===== config.mk =====
export PLATFORM = sky130hd
export DESIGN_NAME = sorted_unique_key_set_core
export DESIGN_NICKNAME = d
export VERILOG_FILES = /design/src/hdl/suks_pkg.sv /design/src/hdl/sorted_unique_key_set_core.sv /design/src/hdl/suks_ctrl.sv /design/src/hdl/suks_dp.sv
export SDC_FILE = /design/constraint.sdc
export NUM_CORES = 1
export LEC_CHECK = 0
export BUFFER_PORTS_ARGS = -buffer_cell sky130_fd_sc_hd__buf_2
export CAP_MARGIN = 20
export CORE_MARGIN = 1
export CORE_UTILIZATION = 40
export DETAILED_ROUTE_END_ITERATION = 10
export PLACE_DENSITY = 0.63
export SLEW_MARGIN = 20
export SYNTH_ARGS = -nofsm -noshare
export SYNTH_HDL_FRONTEND = slang
export SYNTH_SLANG_ARGS = --single-unit

===== constraint.sdc =====
create_clock -name clk -period 4.03 [get_ports clk]
set_input_delay 0.806 -clock clk [delete_from_list [all_inputs] [get_ports clk]]
set_output_delay 0.806 -clock clk [all_outputs]
set_load 0.03 [all_outputs]

===== src/hdl/suks_pkg.sv =====
// ----------------------------------------------------------------------------
// Sorted unique key set: shared package
// Command and status codes, controller states and the control and status
// groups that pass between the controller and the datapath.
// ----------------------------------------------------------------------------
package suks_pkg;

	// Request command, carried in the input tuser.
	typedef enum logic [1:0] {
		CMD_INSERT = 2'd0,
		CMD_DELETE = 2'd1,
		CMD_LIST   = 2'd2,
		CMD_NONE   = 2'd3
	} cmd_t;

	// Result status, carried in the output tuser.
	typedef enum logic [2:0] {
		STS_OK        = 3'd0,
		STS_BAD_KEY   = 3'd1,
		STS_DUPLICATE = 3'd2,
		STS_NOT_FOUND = 3'd3,
		STS_FULL      = 3'd4,
		STS_EMPTY     = 3'd5
	} status_t;

	// Controller states.
	typedef enum logic [3:0] {
		S_IDLE,
		S_DECODE,
		S_SCAN,
		S_CMP,
		S_IRD,
		S_IWR,
		S_DRD,
		S_DWR,
		S_EMIT,
		S_LRD,
		S_LEMIT
	} state_t;

	// Read address select of the key memory.
	typedef enum logic [1:0] {
		RD_NONE,
		RD_IDX,
		RD_SH_M1,
		RD_SH_P1
	} rd_sel_t;

	// Source of the result key.
	typedef enum logic [1:0] {
		KSEL_REQ,
		KSEL_RD,
		KSEL_ZERO
	} key_sel_t;

	// Controller to datapath commands.
	typedef struct packed {
		logic     load;
		rd_sel_t  rd_sel;
		logic     idx_inc;
		logic     sh_from_cnt;
		logic     sh_from_idx;
		logic     sh_inc;
		logic     sh_dec;
		logic     wr_sh;
		logic     wr_key;
		logic     cnt_inc;
		logic     cnt_dec;
		logic     out_load;
		status_t  out_status;
		key_sel_t out_key_sel;
		logic     out_last;
	} suks_cmd_t;

	// Datapath to controller status.
	typedef struct packed {
		cmd_t cmd;
		logic key_zero;
		logic idx_eq_cnt;
		logic idx_last;
		logic rd_lt_key;
		logic rd_eq_key;
		logic cnt_full;
		logic cnt_zero;
		logic sh_eq_idx;
		logic sh_last;
		logic out_ready;
	} suks_sts_t;

endpackage


===== src/hdl/sorted_unique_key_set_core.sv =====
// Delete of key 0 and list of an empty table go from decode straight to the result.
// Insert and delete search past the smaller keys, then move the keys above the found
// place by one when the key is placed or removed, then give the result.
// List reads each stored key in turn and passes it to the output.
// Throughput: one item at a time; the next transfer can be taken in the cycle after the last result.
// Reset: asynchronous, clears controller, entry count and output valid; keys are not cleared.
// ----------------------------------------------------------------------------
// Sorted unique key set
// Bounded set of unique keys kept in ascending order, with insert, delete
// and in-order listing over stream channels.
// ----------------------------------------------------------------------------
module sorted_unique_key_set_core #(
	parameter int  CAPACITY  = 32,
	parameter int  KEY_WIDTH = 16,
	localparam int TDATA_W   = ((KEY_WIDTH + 7) / 8) * 8
) (
	input  logic               clk,
	input  logic               arst_n,
	input  logic               s_tvalid,
	output logic               s_tready,
	input  logic [TDATA_W-1:0] s_tdata,  // key
	input  logic [1:0]         s_tuser,  // command
	output logic               m_tvalid,
	input  logic               m_tready,
	output logic [TDATA_W-1:0] m_tdata,  // key_out
	output logic [2:0]         m_tuser,  // status
	output logic               m_tlast
);
	import suks_pkg::*;

	suks_cmd_t            cmd;
	suks_sts_t            sts;
	logic [KEY_WIDTH-1:0] out_key;

	suks_ctrl u_ctrl (
		.clk      (clk),
		.arst_n   (arst_n),
		.in_valid (s_tvalid),
		.in_ready (s_tready),
		.sts      (sts),
		.cmd      (cmd)
	);

	suks_dp #(
		.CAPACITY  (CAPACITY),
		.KEY_WIDTH (KEY_WIDTH)
	) u_dp (
		.clk        (clk),
		.arst_n     (arst_n),
		.in_cmd     (s_tuser),
		.in_key     (s_tdata[KEY_WIDTH-1:0]),
		.cmd        (cmd),
		.sts        (sts),
		.out_ready  (m_tready),
		.out_valid  (m_tvalid),
		.out_status (m_tuser),
		.out_key    (out_key),
		.out_last   (m_tlast)
	);

	assign m_tdata = TDATA_W'(out_key);

`ifndef SYNTHESIS
	// A result is never loaded over one that is still waiting.
	a_no_overwrite: assert property (@(posedge clk) disable iff (!arst_n)
		cmd.out_load |-> sts.out_ready)
		else $error("result register overwritten while stalled");

	// The count never grows past capacity nor drops below zero.
	a_cnt_inc: assert property (@(posedge clk) disable iff (!arst_n)
		cmd.cnt_inc |-> !sts.cnt_full)
		else $error("insert into a full table");

	a_cnt_dec: assert property (@(posedge clk) disable iff (!arst_n)
		cmd.cnt_dec |-> !sts.cnt_zero)
		else $error("delete from an empty table");

	// An accepted request keeps the block busy in the next cycle.
	a_busy: assert property (@(posedge clk) disable iff (!arst_n)
		(s_tvalid && s_tready) |=> !s_tready)
		else $error("request accepted while busy");
`endif

endmodule


===== src/hdl/suks_ctrl.sv =====
// ----------------------------------------------------------------------------
// Sorted unique key set: controller
// Sequences the search, the shift of stored keys and the result transfers.
// ----------------------------------------------------------------------------
module suks_ctrl (
	input  logic               clk,
	input  logic               arst_n,
	input  logic               in_valid,
	output logic               in_ready,
	input  suks_pkg::suks_sts_t sts,
	output suks_pkg::suks_cmd_t cmd
);
	import suks_pkg::*;

	state_t  state_q;
	state_t  state_d;
	status_t res_q;
	status_t res_d;

	// State and pending result status.
	always_ff @(posedge clk or negedge arst_n) begin
		if (!arst_n) begin
			state_q <= S_IDLE;
			res_q   <= STS_OK;
		end else begin
			state_q <= state_d;
			res_q   <= res_d;
		end
	end

	assign in_ready = (state_q == S_IDLE);

	// Next state and commands.
	always_comb begin
		state_d = state_q;
		res_d   = res_q;
		cmd     = '0;
		cmd.rd_sel      = RD_NONE;
		cmd.out_status  = STS_OK;
		cmd.out_key_sel = KSEL_REQ;
		case (state_q)
			S_IDLE: begin
				if (in_valid) begin
					cmd.load = 1'b1;
					state_d  = S_DECODE;
				end
			end
			S_DECODE: begin
				case (sts.cmd)
					CMD_INSERT: state_d = S_SCAN;
					CMD_DELETE: begin
						if (sts.key_zero) begin
							res_d   = STS_BAD_KEY;
							state_d = S_EMIT;
						end else begin
							state_d = S_SCAN;
						end
					end
					CMD_LIST: begin
						if (sts.cnt_zero) begin
							res_d   = STS_EMPTY;
							state_d = S_EMIT;
						end else begin
							state_d = S_LRD;
						end
					end
					default: state_d = S_IDLE;
				endcase
			end
			// Linear search for the first stored key not below the request.
			S_SCAN: begin
				if (sts.idx_eq_cnt) begin
					if (sts.cmd == CMD_INSERT) begin
						if (sts.cnt_full) begin
							res_d   = STS_FULL;
							state_d = S_EMIT;
						end else begin
							cmd.sh_from_cnt = 1'b1;
							state_d         = S_IRD;
						end
					end else begin
						res_d   = STS_NOT_FOUND;
						state_d = S_EMIT;
					end
				end else begin
					cmd.rd_sel = RD_IDX;
					state_d    = S_CMP;
				end
			end
			S_CMP: begin
				if (sts.rd_lt_key) begin
					cmd.idx_inc = 1'b1;
					state_d     = S_SCAN;
				end else if (sts.cmd == CMD_INSERT) begin
					if (sts.rd_eq_key) begin
						res_d   = STS_DUPLICATE;
						state_d = S_EMIT;
					end else if (sts.cnt_full) begin
						res_d   = STS_FULL;
						state_d = S_EMIT;
					end else begin
						cmd.sh_from_cnt = 1'b1;
						state_d         = S_IRD;
					end
				end else begin
					if (sts.rd_eq_key) begin
						cmd.sh_from_idx = 1'b1;
						state_d         = S_DRD;
					end else begin
						res_d   = STS_NOT_FOUND;
						state_d = S_EMIT;
					end
				end
			end
			// Insert: move keys up one place from the top down, then place the key.
			S_IRD: begin
				if (sts.sh_eq_idx) begin
					cmd.wr_key  = 1'b1;
					cmd.cnt_inc = 1'b1;
					res_d       = STS_OK;
					state_d     = S_EMIT;
				end else begin
					cmd.rd_sel = RD_SH_M1;
					state_d    = S_IWR;
				end
			end
			S_IWR: begin
				cmd.wr_sh  = 1'b1;
				cmd.sh_dec = 1'b1;
				state_d    = S_IRD;
			end
			// Delete: move keys down one place over the removed entry.
			S_DRD: begin
				if (sts.sh_last) begin
					cmd.cnt_dec = 1'b1;
					res_d       = STS_OK;
					state_d     = S_EMIT;
				end else begin
					cmd.rd_sel = RD_SH_P1;
					state_d    = S_DWR;
				end
			end
			S_DWR: begin
				cmd.wr_sh  = 1'b1;
				cmd.sh_inc = 1'b1;
				state_d    = S_DRD;
			end
			// Single result of an insert, a delete or an empty list.
			S_EMIT: begin
				if (sts.out_ready) begin
					cmd.out_load    = 1'b1;
					cmd.out_status  = res_q;
					cmd.out_key_sel = (res_q == STS_EMPTY) ? KSEL_ZERO : KSEL_REQ;
					cmd.out_last    = 1'b1;
					state_d         = S_IDLE;
				end
			end
			// List: one read and one result transfer per stored key.
			S_LRD: begin
				cmd.rd_sel = RD_IDX;
				state_d    = S_LEMIT;
			end
			S_LEMIT: begin
				if (sts.out_ready) begin
					cmd.out_load    = 1'b1;
					cmd.out_status  = STS_OK;
					cmd.out_key_sel = KSEL_RD;
					cmd.out_last    = sts.idx_last;
					cmd.idx_inc     = 1'b1;
					state_d         = sts.idx_last ? S_IDLE : S_LRD;
				end
			end
			default: state_d = S_IDLE;
		endcase
	end

endmodule


===== src/hdl/suks_dp.sv =====
// ----------------------------------------------------------------------------
// Sorted unique key set: datapath
// Key memory, request registers, search and shift pointers, entry count and
// the output register.
// ----------------------------------------------------------------------------
module suks_dp #(
	parameter int CAPACITY  = 32,
	parameter int KEY_WIDTH = 16
) (
	input  logic                 clk,
	input  logic                 arst_n,
	input  logic [1:0]           in_cmd,
	input  logic [KEY_WIDTH-1:0] in_key,
	input  suks_pkg::suks_cmd_t  cmd,
	output suks_pkg::suks_sts_t  sts,
	input  logic                 out_ready,
	output logic                 out_valid,
	output logic [2:0]           out_status,
	output logic [KEY_WIDTH-1:0] out_key,
	output logic                 out_last
);
	import suks_pkg::*;

	localparam int CW = $clog2(CAPACITY + 1);
	localparam int AW = $clog2(CAPACITY);

	logic [KEY_WIDTH-1:0] mem [CAPACITY];
	logic [KEY_WIDTH-1:0] key_q;
	cmd_t                 cmd_q;
	logic [KEY_WIDTH-1:0] rd_q;
	logic [CW-1:0]        idx_q;
	logic [CW-1:0]        sh_q;
	logic [CW-1:0]        count_q;
	logic                 out_valid_q;
	status_t              out_status_q;
	logic [KEY_WIDTH-1:0] out_key_q;
	logic                 out_last_q;

	logic [CW-1:0]        rd_addr;
	logic [CW-1:0]        wr_addr;
	logic [KEY_WIDTH-1:0] wr_data;
	logic                 wr_en;
	logic [CW:0]          sh_p1;
	logic [CW:0]          idx_p1;
	logic                 can_load;

	assign sh_p1    = {1'b0, sh_q} + 1'b1;
	assign idx_p1   = {1'b0, idx_q} + 1'b1;
	assign can_load = !out_valid_q || out_ready;

	// Memory port selection.
	always_comb begin
		case (cmd.rd_sel)
			RD_IDX:   rd_addr = idx_q;
			RD_SH_M1: rd_addr = sh_q - 1'b1;
			RD_SH_P1: rd_addr = sh_p1[CW-1:0];
			default:  rd_addr = idx_q;
		endcase
		wr_en   = cmd.wr_sh || cmd.wr_key;
		wr_addr = cmd.wr_key ? idx_q : sh_q;
		wr_data = cmd.wr_key ? key_q : rd_q;
	end

	// Key memory: one write and one registered read per cycle.
	always_ff @(posedge clk) begin
		if (wr_en) begin
			mem[wr_addr[AW-1:0]] <= wr_data;
		end
		if (cmd.rd_sel != RD_NONE) begin
			rd_q <= mem[rd_addr[AW-1:0]];
		end
	end

	// Request capture.
	always_ff @(posedge clk) begin
		if (cmd.load) begin
			key_q <= in_key;
			cmd_q <= cmd_t'(in_cmd);
		end
	end

	// Pointers and entry count.
	always_ff @(posedge clk or negedge arst_n) begin
		if (!arst_n) begin
			idx_q   <= '0;
			sh_q    <= '0;
			count_q <= '0;
		end else begin
			if (cmd.load) begin
				idx_q <= '0;
			end else if (cmd.idx_inc) begin
				idx_q <= idx_p1[CW-1:0];
			end
			if (cmd.sh_from_cnt) begin
				sh_q <= count_q;
			end else if (cmd.sh_from_idx) begin
				sh_q <= idx_q;
			end else if (cmd.sh_dec) begin
				sh_q <= sh_q - 1'b1;
			end else if (cmd.sh_inc) begin
				sh_q <= sh_p1[CW-1:0];
			end
			if (cmd.cnt_inc) begin
				count_q <= count_q + 1'b1;
			end else if (cmd.cnt_dec) begin
				count_q <= count_q - 1'b1;
			end
		end
	end

	// Output register valid flag.
	always_ff @(posedge clk or negedge arst_n) begin
		if (!arst_n) begin
			out_valid_q <= 1'b0;
		end else if (cmd.out_load) begin
			out_valid_q <= 1'b1;
		end else if (out_ready) begin
			out_valid_q <= 1'b0;
		end
	end

	// Output register payload.
	always_ff @(posedge clk) begin
		if (cmd.out_load) begin
			out_status_q <= cmd.out_status;
			out_last_q   <= cmd.out_last;
			case (cmd.out_key_sel)
				KSEL_RD:   out_key_q <= rd_q;
				KSEL_ZERO: out_key_q <= '0;
				default:   out_key_q <= key_q;
			endcase
		end
	end

	assign out_valid  = out_valid_q;
	assign out_status = out_status_q;
	assign out_key    = out_key_q;
	assign out_last   = out_last_q;

	// Status toward the controller.
	always_comb begin
		sts.cmd        = cmd_q;
		sts.key_zero   = (key_q == '0);
		sts.idx_eq_cnt = (idx_q == count_q);
		sts.idx_last   = (idx_p1 == {1'b0, count_q});
		sts.rd_lt_key  = (rd_q < key_q);
		sts.rd_eq_key  = (rd_q == key_q);
		sts.cnt_full   = (count_q == CW'(CAPACITY));
		sts.cnt_zero   = (count_q == '0);
		sts.sh_eq_idx  = (sh_q == idx_q);
		sts.sh_last    = (sh_p1 >= {1'b0, count_q});
		sts.out_ready  = can_load;
	end

endmodule


## Word level (Yosys, flattened, before mapping)

Memory sizes are Yosys's and may differ from the RTL's. A register that Yosys moved wholly into a read port is not among the register bits.
Index checks and enable logic that the tools add are counted.

- Bits in registers: 64
- Bits in writable memories: 512
- Input bits: 22
- Output and inout bits: 22
- Logic and storage cells: 144
- Memories kept: 1

Memory list:

| memory | depth | bits a word | rd ports | clocked after Yosys merged registers in | wr ports | line | RTL |
|---|---|---|---|---|---|---|---|
| u_dp.mem | 32 | 16 | 1 | 1 | 1 | suks_dp.sv:27 | `logic [KEY_WIDTH-1:0] mem [CAPACITY];` |

- Add/sub/neg operators: 5
- Magnitude comparators: 2
- Equal/unequal tests: 33
- Mux-type cells: 76
- Reduce and logical (&&, ||, !) cells: 16

Operators by type and width:

| cell | count |
|---|---|
| 4-bit two-way mux | 14 |
| 6-bit two-way mux | 8 |
| 4-bit case mux with 11 select lines | 1 |
| 3-bit two-way mux | 11 |
| 16-bit case mux with 2 select lines | 1 |
| 1-bit two-way mux | 23 |
| 16-bit equality test | 1 |
| 4-bit by 3-bit equality test with 1-bit output (second input constant) | 4 |
| 16-bit zero test | 1 |
| 16-bit less-than comparator | 1 |
| 16-bit two-way mux | 1 |
| 3-bit case mux with 5 select lines | 1 |
| 6-bit by 1-bit adder with 7-bit output (second input constant) | 2 |
| 7-bit two-way mux | 2 |
| 7-bit case mux with 2 select lines | 1 |
| 4-bit equality test (second input constant) | 3 |
| 6-bit equality test | 2 |
| 2-bit two-way mux | 6 |
| 4-bit case mux with 3 select lines | 1 |
| 6-bit by 1-bit subtractor with 6-bit output (second input constant) | 2 |
| 2-bit != test (second input constant) | 5 |
| 5-bit case mux with 2 select lines | 1 |
| 9-bit AND reduction | 1 |
| 2-bit equality test (second input constant) | 4 |
| other kinds (25) | 35 |

## Depth between registers and ports, before layout

Gate-level depths: netlist of the first run.

- Depth in word-level cells: 8
- Mapped depth: 16
- Gate-level depth less buffers: 13

## Modules after synthesis

Synthesis of the first run repeated with hierarchy kept, for this count alone.

- Cells, all modules: 1806
- Area, all modules: 25500.7 um2

By module, submodules not included:

| module | instances | cells each | area an instance (um2) | sequential area each (um2) |
|---|---|---|---|---|
| suks_dp | 1 | 1684 | 24591.1 | 17471.8 |
| suks_ctrl | 1 | 122 | 909.6 | 175.2 |

## Worst setup path before layout of the first run

No wires, ideal clock.

- Path type: flip-flop to flip-flop
- From: reg u_dp.sh_q[0]
- To: reg u_dp.rd_q[10], read port of u_dp.mem (data pin)
- Library setup time: 0.265 ns
- Arrival time: 3.512 ns
- Data required time: 3.765 ns
- Path slack: 0.253 ns
- Cell stages (with the launch flop): 15
- Buffers on the path: 2
- Period minus slack after synthesis: 3.777 ns
- Cells stage by stage: dfrtp_1 -> ha_1 -> nand3_1 -> xnor2_1 -> ha_1 -> a21o_1 -> a21oi_1 -> nand3b_4 -> o21ai_4 -> mux2i_4 -> buf_6 -> buf_4 -> mux4_2 -> a211oi_1 -> nand3_1

- Word-level cells in the longest chain between the ends: 6

RTL lines:

| element | line | RTL |
|---|---|---|
| from (decl) | suks_dp.sv:32 | `logic [CW-1:0] sh_q;` |
| from (signal assigned) | suks_dp.sv:95 | `sh_q <= count_q;` |
| from (signal assigned) | suks_dp.sv:97 | `sh_q <= idx_q;` |
| from (signal assigned) | suks_dp.sv:99 | `sh_q <= sh_q - 1'b1;` |
| 6-bit by 1-bit adder with 7-bit output | suks_dp.sv:47 | `assign sh_p1 = {1'b0, sh_q} + 1'b1;` |
| 7-bit by 6-bit >= comparator with 1-bit output | suks_dp.sv:151 | `sts.sh_last = (sh_p1 >= {1'b0, count_q});` |
| 2-bit two-way mux | suks_ctrl.sv:134 | `if (sts.sh_last) begin` |
| 2-bit case mux with 4 select lines | suks_ctrl.sv:41 | `case (state_q)` |
| 2-bit equality test | suks_dp.sv:53 | `case (cmd.rd_sel)` |
| 5-bit case mux with 2 select lines | suks_dp.sv:53 |  |
| to (decl) | suks_dp.sv:30 | `logic [KEY_WIDTH-1:0] rd_q;` |

Parallel ways exist; a longest one is shown, timed or not.
A chain may end at the register's enable or synchronous reset.

## Worst setup path in the final report of the first run

- From: reg u_dp.sh_q[0]
- To: reg u_dp.rd_q[8], read port of u_dp.mem (data pin)

Same word-level chain as after synthesis.

==> out/metrics.yaml, run 1 <==
worst_hold_slack_ns: 0.218
antenna_found_initial: 1
rr_startpoint: "u_dp.sh_q[0]$_DFFE_PN0P_"
io_buffers: 43
drv_slew: 0
ys_async_sr_fraction_pct: 4.39
critPathBufInv: 3
start_util_pct: 40.5
end_kind: "flip-flop"
ys_types: 64
cp-start-kind: "flip-flop"
hold_path.class: "in2async"
period_minus_slack_ns: 3.91
dieWidth_um: 249
dieArea_mm2: 0.0621
synth_top_area_share_pct: 69.5
ff2ff_setup_slack_ns: 0.12
fin_worst_skew_ns: 0.0159
stdcell_area_mm2: 0.0288
drc: 0
cts_root_buf: "clkbuf_16"
slew_headroom_pct: 34.0
via_per_inst: 5.61
peakVddDrop_uv: 555
netlist_top_cells_count: "566 x edfxtp_1, 184 x nand2_1, 96 x mux4_2, 78 x nor2_1, 54 x o21ai_0"
grt_pass1_wl_mm: 87.7
postPlaceCellArea_mm2: 0.0266
power_uw: 20500
wl_mm: 59.7
hold_violations: 0
clk-insertion-delay-late_ns: 0.61
p_leak_uw: 0.00981
drtIter0Drc: 1327
synth_nets: 1545
cap_violations: 0
crit_family: "compound AO/OA/AOI/OAI gates"
cp.required_ns: 4.37
period_share_pct: 97.0
netlist_area_mm2: 0.0245
core_mm2: 0.0604
grt_use_total_pct: 18.9
vias: 14000
routabilityCongestion: 0.847
yosys-top-cells-area: "edfxtp_1 69%, mux4_2 8.8%, nand2_1 2.8%, dfrtp_1 2.7%, ha_1 1.5%"
synthCells: 1492
die_h_um: 249
grt_max_degree: 65
worstSetupPathType: "reg2reg"
r2r_cells: 16
num_io_pins: 44
path_max_fanout: 9
h-tree-depth: 2
regToRegEndpoint: "u_dp.rd_q[8]$_DFFE_PP_"
ctsHoldBuffers: 0
dp_hpwl_mm: 37.6
n_antenna_cell: 0
clockBufferDepth: 3
slowest_stage: "mux4_2"
yosys.cell_count.top_type: "edfxtp_1"
yosysWarnings: 0
cts_made_buffers: 58
grt_pass1_vias: 13800
critical_path.cell_chain: "ha_2 -> nand3_2 -> xnor2_2 -> ha_1 -> a21o_1 -> a21oi_4 -> nand3b_4 -> o21ai_4 -> mux2i_4 -> buf_12 -> buf_12 -> buf_12 -> mux4_2 -> a22o_1 -> a211oi_2 -> nand3_1"
synth_area_per_cell_um2: 16.4
drive_above_1_share_pct: 26.0
ant_nets: 0
std_cell_rows: 90
crit_top_cell: "buf_12"
status: "complete, no violations"
cpPeakStageDelay_ns: 0.50
setup_violations: 0
synth_top_area_cell: "edfxtp_1"
ys_ff_latch: 592
synth_flop_cell: "edfxtp_1"
ys_seq_area_share_pct: 72.1
cts_num_sinks: 592
firstDrtPassIters: 7
cp.arrival_ns: 4.24
synth_edf_count: 566
wl_per_cell_um: 23.8
tritoncts: "done"
clock.fmax_mhz: 256
num-nets-final: 1731
path_clk_slew_ns: 0.06
overflow: 0
syn_to_final_growth_pct: 17.8
tightest_slew_ns: 0.990
power.density_mw_per_mm2: 711
layout make-up:
cell class	instances	area [um^2]
inverter	29	109
sequential	592	17600
fill	5039	31500
timing repair buffer	204	1770
clock buffer	68	1510
clock inverter	37	214
tap	782	978
multi-input combinational	793	6600
power breakdown:
part | switching [uW] | internal, uW | leakage [uW]
sequential | 380 | 8100 | 0.00544
clock | 2230 | 2720 | 0.000859
combinational | 4260 | 2800 | 0.00350
total | 6870 | 13600 | 0.00981
cell families after synthesis:
family,Yosys count,synth area share (%)
adders and majority gates,31,1.62
xor gates and xnor gates,34,1.22
AOI/OAI and AO/OA,246,6.88
muxes,102,9.15
and+or+nand+nor,380,7.02
buffers and inverters,107,1.98
DFF,592,72.1
routing by layer:
layer | global-route usage (%) | routed length (um) | up-vias
met3 | 3.71 | 4240 | 68
met5 | 0 | 0 | -
met2 | 30.1 | 28300 | 485
li1 | - | - | 6243
met4 | 4.92 | 1160 | 0
met1 | 26.6 | 26000 | 7250
metrics by stage:
step                setup slack [ns]  util, %  std cells  setup TNS (ns)
floorplan                      0.253        -       1492               0
global placement             -0.0497     44.0       2377         -0.0933
detailed placement            -0.114     44.0       2377          -0.309
CTS                           0.0317     46.9       2482               0
global route                 -0.0301     47.8       2505         -0.0330
finish                         0.122     47.8       2505               0
registers in the layout, indices dropped and copies added (netlist names):
register,count
u_dp.out_status,3
u_dp.rd_q,16
u_ctrl.res_q,3
u_ctrl.state_q,4
u_dp.out_valid,1
u_dp.out_key,16
u_dp.cmd_q,2
u_dp.idx_q,6
u_dp.count_q,6
u_dp.key_q,16
u_dp.mem,512
u_dp.sh_q,6
u_dp.out_last,1
worst max-delay path by stage:
stage / from / end / slack (ns) / depth (start not counted)
4_1_cts: u_dp.sh_q[0]$_DFFE_PN0P_ / u_dp.rd_q[6]$_DFFE_PP_ / 0.03 / 15
3_5_place_dp: u_dp.sh_q[0]$_DFFE_PN0P_ / u_dp.rd_q[0]$_DFFE_PP_ / -0.11 / 14
5_1_grt: u_dp.sh_q[1]$_DFFE_PN0P_ / u_dp.rd_q[8]$_DFFE_PP_ / -0.03 / 16
3_3_place_gp: u_dp.sh_q[0]$_DFFE_PN0P_ / u_dp.rd_q[0]$_DFFE_PP_ / -0.05 / 14
6_report: u_dp.sh_q[0]$_DFFE_PN0P_ / u_dp.rd_q[8]$_DFFE_PP_ / 0.12 / 16
2_1_floorplan: u_dp.sh_q[0]$_DFFE_PN0P_ / u_dp.rd_q[10]$_DFFE_PP_ / 0.25 / 14
timing repair:
item,in CTS,in global routing
setup endpoints to repair,7,16
gates resized for setup,3,36
pin swaps,0,8
gates cloned,0,4
buffers inserted,0,19
cell usage in the layout (no fill, tap or decap), types with 32 or more instances in the layout:
cell type and instances:
edfxtp_1 566, nand2_1 184, buf_4 133, mux4_2 96, nor2_1 78, clkbuf_16 62
a21oi_1 51, buf_2 43, o21ai_0 38, nand3_1 33, a32oi_1 32
(Power assumes the default switching activity.)
==> run 2: changes to the inputs <==
--- a/config.mk
+++ b/config.mk
@@ -7,10 +7,12 @@
 export LEC_CHECK = 0
 export BUFFER_PORTS_ARGS = -buffer_cell sky130_fd_sc_hd__buf_2
 export CAP_MARGIN = 20
+export CORE_ASPECT_RATIO = 1.75
 export CORE_MARGIN = 1
 export CORE_UTILIZATION = 40
 export DETAILED_ROUTE_END_ITERATION = 10
 export PLACE_DENSITY = 0.63
+export REMOVE_ABC_BUFFERS = 1
 export SLEW_MARGIN = 20
 export SYNTH_ARGS = -nofsm -noshare
 export SYNTH_HDL_FRONTEND = slang
==> run 2 against run 1 <==
Utilization is 0.73 points lower. Sequential cell count did not move. Cell count shrank 1.0%. Combinational power down 2%. Critical path depth decreased by 1. Cell area decreased by 1.6%. Die area about the same. Via count is 1.1% lower. Total power fell by 1.5%. Register-to-register slack better by 0.04 ns. Sequential share of layout area rose by 1.0 points. Critical path type unchanged. Critical endpoint is now u_dp.rd_q[9]$_DFFE_PP_.
==> out/metrics.yaml, run 2 (synthesis results as in run 1) <==
period_minus_slack_ns: 3.86
clk-insertion-delay-late_ns: 0.60
fin_worst_skew_ns: 0.0209
cpPeakStageDelay_ns: 0.52
grt_pass1_wl_mm: 91.9
overflow: 0
cap_violations: 0
p_sw_share_pct: 34.0
drtIter0Drc: 1244
dieArea_mm2: 0.0622
p_clk_share_pct: 23.7
worstSetupPathType: "reg2reg"
drv_slew: 0
drive_above_1_share_pct: 23.6
hold_violations: 0
final.setup.tns_ns: 0
antenna_found_initial: 0
setup_violations: 0
cp.required_ns: 4.36
firstDrtPassIters: 5
rsz0062_at_grt: "true"
power_uw: 20200
status: "complete, no violations"
ant_nets: 0
wl_per_cell_um: 25.4
peakVddDrop_uv: 423
h-tree-depth: 2
tritoncts: "done"
num-nets-final: 1707
p_leak_uw: 0.00960
grt_pass1_vias: 14200
n_antenna_cell: 0
io_buffers: 43
core_mm2: 0.0603
critPathBufInv: 2
grt_use_total_pct: 20.4
end_kind: "flip-flop"
clockBufferDepth: 3
slowest_stage: "mux4_2"
crit_family: "compound AO/OA/AOI/OAI gates"
tightest_slew_ns: 1.04
cts_root_buf: "clkbuf_16"
fillCellCount: 5065
cts_made_buffers: 49
power_switching_uw: 6860
num_io_pins: 44
power.density_mw_per_mm2: 712
hold_path.class: "in2async"
layout_commonest_cell: "edfxtp_1"
std_cell_rows: 119
sequentialPowerShare_pct: 42.0
slew_headroom_pct: 30.3
start_util_pct: 40.6
mostFrequentLayoutCells: "566 x edfxtp_1, 184 x nand2_1, 127 x buf_4"
via_per_inst: 5.60
cp.arrival_ns: 4.20
vias: 13900
cp-start-kind: "flip-flop"
stdcell_area_mm2: 0.0284
syn_to_final_growth_pct: 15.9
routabilityCongestion: 0.897
grt_max_degree: 49
clock.fmax_mhz: 259
dieWidth_um: 189
period_share_pct: 95.9
drc: 0
path_clk_slew_ns: 0.07
die_h_um: 329
critical_path.cell_chain: "ha_1 -> nand3_1 -> xnor2_2 -> ha_1 -> a21o_1 -> a21oi_2 -> nand3b_4 -> o21ai_4 -> mux2i_4 -> buf_12 -> buf_16 -> mux4_2 -> a22o_1 -> a211oi_2 -> nand3_1"
path_max_fanout: 22
comb_power_share_pct: 34.3
cts_num_sinks: 592
p_int_uw: 13300
wl_mm: 63.0
largest_reg_flops: 512
dp_hpwl_mm: 42.5
postPlaceCellArea_mm2: 0.0266
[run 2: cell type report]
| class | count | area [um^2] | area share (%) |
|---|---|---|---|
| clock buffer | 55 | 1250 | 4.40 |
| sequential | 592 | 17600 | 62.2 |
| tap | 786 | 983 | 3.47 |
| timing repair buffer | 189 | 1580 | 5.58 |
| multi-input combinational | 793 | 6450 | 22.7 |
| inverter | 29 | 109 | 0.384 |
| clock inverter | 36 | 342 | 1.20 |
[run 2: power by group through the flow]
stage	registers (uW)	clock network, uW	logic (uW)
2_1_floorplan	8630	0	4040
3_3_place_gp	8610	0	6650
3_5_place_dp	8600	0	6800
4_1_cts	8470	4860	6830
5_1_grt	8500	5050	7460
6_report	8480	4780	6930
[run 2: per-stage QoR]
stage          utilization [%]  hold slack, ns  cells  worst slack (ns)
2_1_floorplan                -           0.474   1414             -3.36
3_3_place_gp              44.2           0.488   2383            0.0669
3_5_place_dp              44.2           0.498   2383           0.00623
4_1_cts                   46.8           0.268   2474            0.0835
5_1_grt                   47.0           0.298   2480          -0.00167
6_report                  47.0           0.270   2480             0.165
[run 2: worst paths after layout]
| kind | from | to | slack, ns | cells past startpoint |
|---|---|---|---|---|
| worst min register to register | u_ctrl.res_q[2]$_DFFE_PN0P_ | u_ctrl.res_q[2]$_DFFE_PN0P_ | 0.53 | 1 |
| min in group clk | s_tdata[0] | u_dp.key_q[0]$_DFFE_PP_ | 0.39 | 1 |
| worst min-delay path | arst_n | u_dp.count_q[1]$_DFFE_PN0P_ | 0.27 | 1 |
| worst max-delay path | u_dp.sh_q[0]$_DFFE_PN0P_ | u_dp.rd_q[9]$_DFFE_PP_ | 0.17 | 15 |
| worst max register to register | u_dp.sh_q[0]$_DFFE_PN0P_ | u_dp.rd_q[9]$_DFFE_PP_ | 0.17 | 15 |
| max in group asynchronous | arst_n | u_ctrl.res_q[1]$_DFFE_PN0P_ | 3.31 | 1 |
[run 2: per-layer routing]
| metal | GRT usage [%] | wire length, um | vias up |
|---|---|---|---|
| li1 | - | - | 6182 |
| met5 | 0 | 0 | - |
| met4 | 9.64 | 2830 | 0 |
| met1 | 21.5 | 21700 | 7106 |
| met2 | 39.6 | 35600 | 474 |
| met3 | 2.39 | 2830 | 129 |
[run 2: what timing repair did]
item,CTS,global route
endpoints found under the setup margin,1,13
endpoints found under the hold margin,0,0
setup buffers,0,4
resized for setup,1,7
gates cloned,0,2
hold buffers,0,0
==> run 3: changes to the inputs <==
--- a/config.mk
+++ b/config.mk
@@ -11,7 +11,7 @@
 export CORE_MARGIN = 1
 export CORE_UTILIZATION = 40
 export DETAILED_ROUTE_END_ITERATION = 10
-export PLACE_DENSITY = 0.63
+export PLACE_DENSITY = 0.61
 export REMOVE_ABC_BUFFERS = 1
 export SLEW_MARGIN = 20
 export SYNTH_ARGS = -nofsm -noshare
==> constraint.sdc (replaced) <==
create_clock -name clk -period 3.7 [get_ports clk]
set_input_delay 0.74 -clock clk [delete_from_list [all_inputs] [get_ports clk]]
set_output_delay 0.74 -clock clk [all_outputs]
set_load 0.03 [all_outputs]
==> run 3 against run 2 <==
The flow now finishes with violations (setup timing). First-iteration DRC count shrank 11%. Sequential share of layout area shrank 1.6 points. Global-route usage is essentially flat. Worst hold slack lost 0.097 ns. Die area is the same. Cell area grew 2.7%. Via count grew 1.2%. Setup slack lost 0.24 ns. Wire length grew 0.21%. Cell count grew 1.8%.
==> out/metrics.yaml, run 3 (synthesis results as in run 1) <==
cpPeakStageDelay_ns: 0.48
dieWidth_um: 189
top_layer_used: "met4"
fillCellCount: 4971
multiInputGateArea_mm2: 0.00663
cp-start-kind: "flip-flop"
dp_hpwl_mm: 42.4
std_cell_rows: 119
ctsHoldBuffers: 0
grt_pass1_vias: 14500
critical_path.cell_chain: "ha_2 -> nand3_2 -> xnor2_2 -> ha_1 -> a21o_1 -> a21oi_2 -> nand3b_4 -> o21ai_4 -> mux2i_4 -> buf_12 -> buf_16 -> buf_12 -> mux4_2 -> a22o_1 -> a211oi_2 -> nand3_1"
fin_worst_skew_ns: 0.0352
cts_num_sinks: 592
status: "finished, violations left"
setup_violations: 11
layout_commonest_cell: "edfxtp_1"
seqCellArea_mm2: 0.0176
worstSetupPathType: "reg2reg"
postPlaceCellArea_mm2: 0.0269
wl_mm: 63.2
die_h_um: 329
firstDrtPassIters: 5
vias: 14100
p_leak_uw: 0.00994
cts_made_buffers: 49
stdcell_area_mm2: 0.0291
drv_slew: 0
cp.arrival_ns: 4.10
rsz0062_at_grt: "true"
tightest_slew_ns: 0.852
worst_slack_ns: -0.0782
num-nets-final: 1752
h-tree-depth: 2
grt_pass1_wl_mm: 92.6
io_buffers: 43
syn_to_final_growth_pct: 19.0
drc: 0
num_io_pins: 44
clockBufferDepth: 3
crit_top_cell: "buf_12"
largest_reg_flops: 512
met3_length_mm: 2.59
crit_family: "compound AO/OA/AOI/OAI gates"
drt-met1-wl_mm: 22.3
cts_root_buf: "clkbuf_16"
cp.required_ns: 4.02
clk-insertion-delay-late_ns: 0.61
wl_per_cell_um: 25.0
n_antenna_cell: 0
tritoncts: "done"
peakVddDrop_uv: 523
post-route-util_pct: 48.3
routabilityCongestion: 0.860
ant_nets: 0
dieArea_mm2: 0.0622
grt_max_degree: 41
grt_use_total_pct: 20.4
slew_headroom_pct: 42.7
drtIter0Drc: 1108
antenna_found_initial: 0
met2_length_mm: 34.9
clock.fmax_mhz: 265
hold_violations: 0
critPathBufInv: 3
overflow: 0
path_clk_slew_ns: 0.07
drive_above_1_share_pct: 27.4
start_util_pct: 40.6
hold_path.class: "in2async"
power.density_mw_per_mm2: 766
end_kind: "flip-flop"
slowest_stage: "mux4_2"
cap_violations: 0
period_minus_slack_ns: 3.78
violations: "setup timing"
via_per_inst: 5.57
period_share_pct: 102
path_max_fanout: 6
core_mm2: 0.0603
mostFrequentLayoutCells: "566 x edfxtp_1, 184 x nand2_1, 153 x buf_4"
## run 3: cell count changes in the layout (fill, tap and decap cells not counted), sizes merged
cell / previous run / this run
clkbuf: 57 / 67
inv: 34 / 30
bufinv: 5 / 6
buf: 187 / 229
clkinv: 24 / 19
## run 3: what timing repair did
item	4_1_cts	5_1_grt
pin swaps	4	23
gates cloned	2	5
endpoints found under the setup margin	16	16
setup buffers	17	7
gates resized for setup	34	30
hold endpoints to repair	0	0
## run 3: layout make-up
class	count	area share (%)
clock buffers	62	4.45
clock inverters	28	1.07
inverters	29	0.374
multi-input cells	793	22.8
flip-flops and latches	592	60.6
well taps	786	3.38
repair buffers	234	7.34
## run 3: worst paths after layout
check,slack [ns],to,depth (start not counted),startpoint
min in group clk,0.31,u_dp.key_q[6]$_DFFE_PP_,1,s_tdata[6]
max in group asynchronous,3.08,u_dp.count_q[5]$_DFFE_PN0P_,1,arst_n
worst max-delay path,-0.08,u_dp.rd_q[11]$_DFFE_PP_,16,u_dp.sh_q[1]$_DFFE_PN0P_
worst min-delay path,0.17,u_ctrl.res_q[1]$_DFFE_PN0P_,1,arst_n
worst max register to register,-0.08,u_dp.rd_q[11]$_DFFE_PP_,16,u_dp.sh_q[1]$_DFFE_PN0P_
worst min register to register,0.53,u_ctrl.res_q[2]$_DFFE_PN0P_,1,u_ctrl.res_q[2]$_DFFE_PN0P_
## run 3: per-stage QoR
stage               TNS (ns)  hold WS [ns]  cells  setup WS, ns  power, uW
global route           -2.67         0.205   2524        -0.241      23300
floorplan             -58.85         0.444   1414         -3.69      13800
finish                -0.393         0.173   2524       -0.0782      22300
CTS                   -0.556         0.157   2515       -0.0760      22200
global placement       -2.86         0.508   2406        -0.316      16400
detailed placement     -3.59         0.512   2406        -0.335      16500
## run 3: worst register-to-register path, delay by kind of cell (launching register included)
| kind | cells | cell delay [ns] |
|---|---|---|
| muxes | 2 | 0.76 |
| DFF | 1 | 0.36 |
| xor gates and xnor gates | 1 | 0.16 |
| AOI/OAI and AO/OA | 5 | 0.99 |
| and+or+nand+nor | 3 | 0.33 |
| adders and majority gates | 2 | 0.48 |
| buffers and inverters | 3 | 0.46 |
## run 3: power breakdown
group	internal, uW	total, uW	switching [uW]
Sequential	8800	9140	334
Combinational	3270	7890	4630
Clock	2910	5270	2360
## run 3: per-layer routing
layer,up-vias,GRT usage [%]
met5,-,0
met4,0,10.6
met1,7243,21.9
met2,419,39.0
met3,127,2.23
li1,6264,-
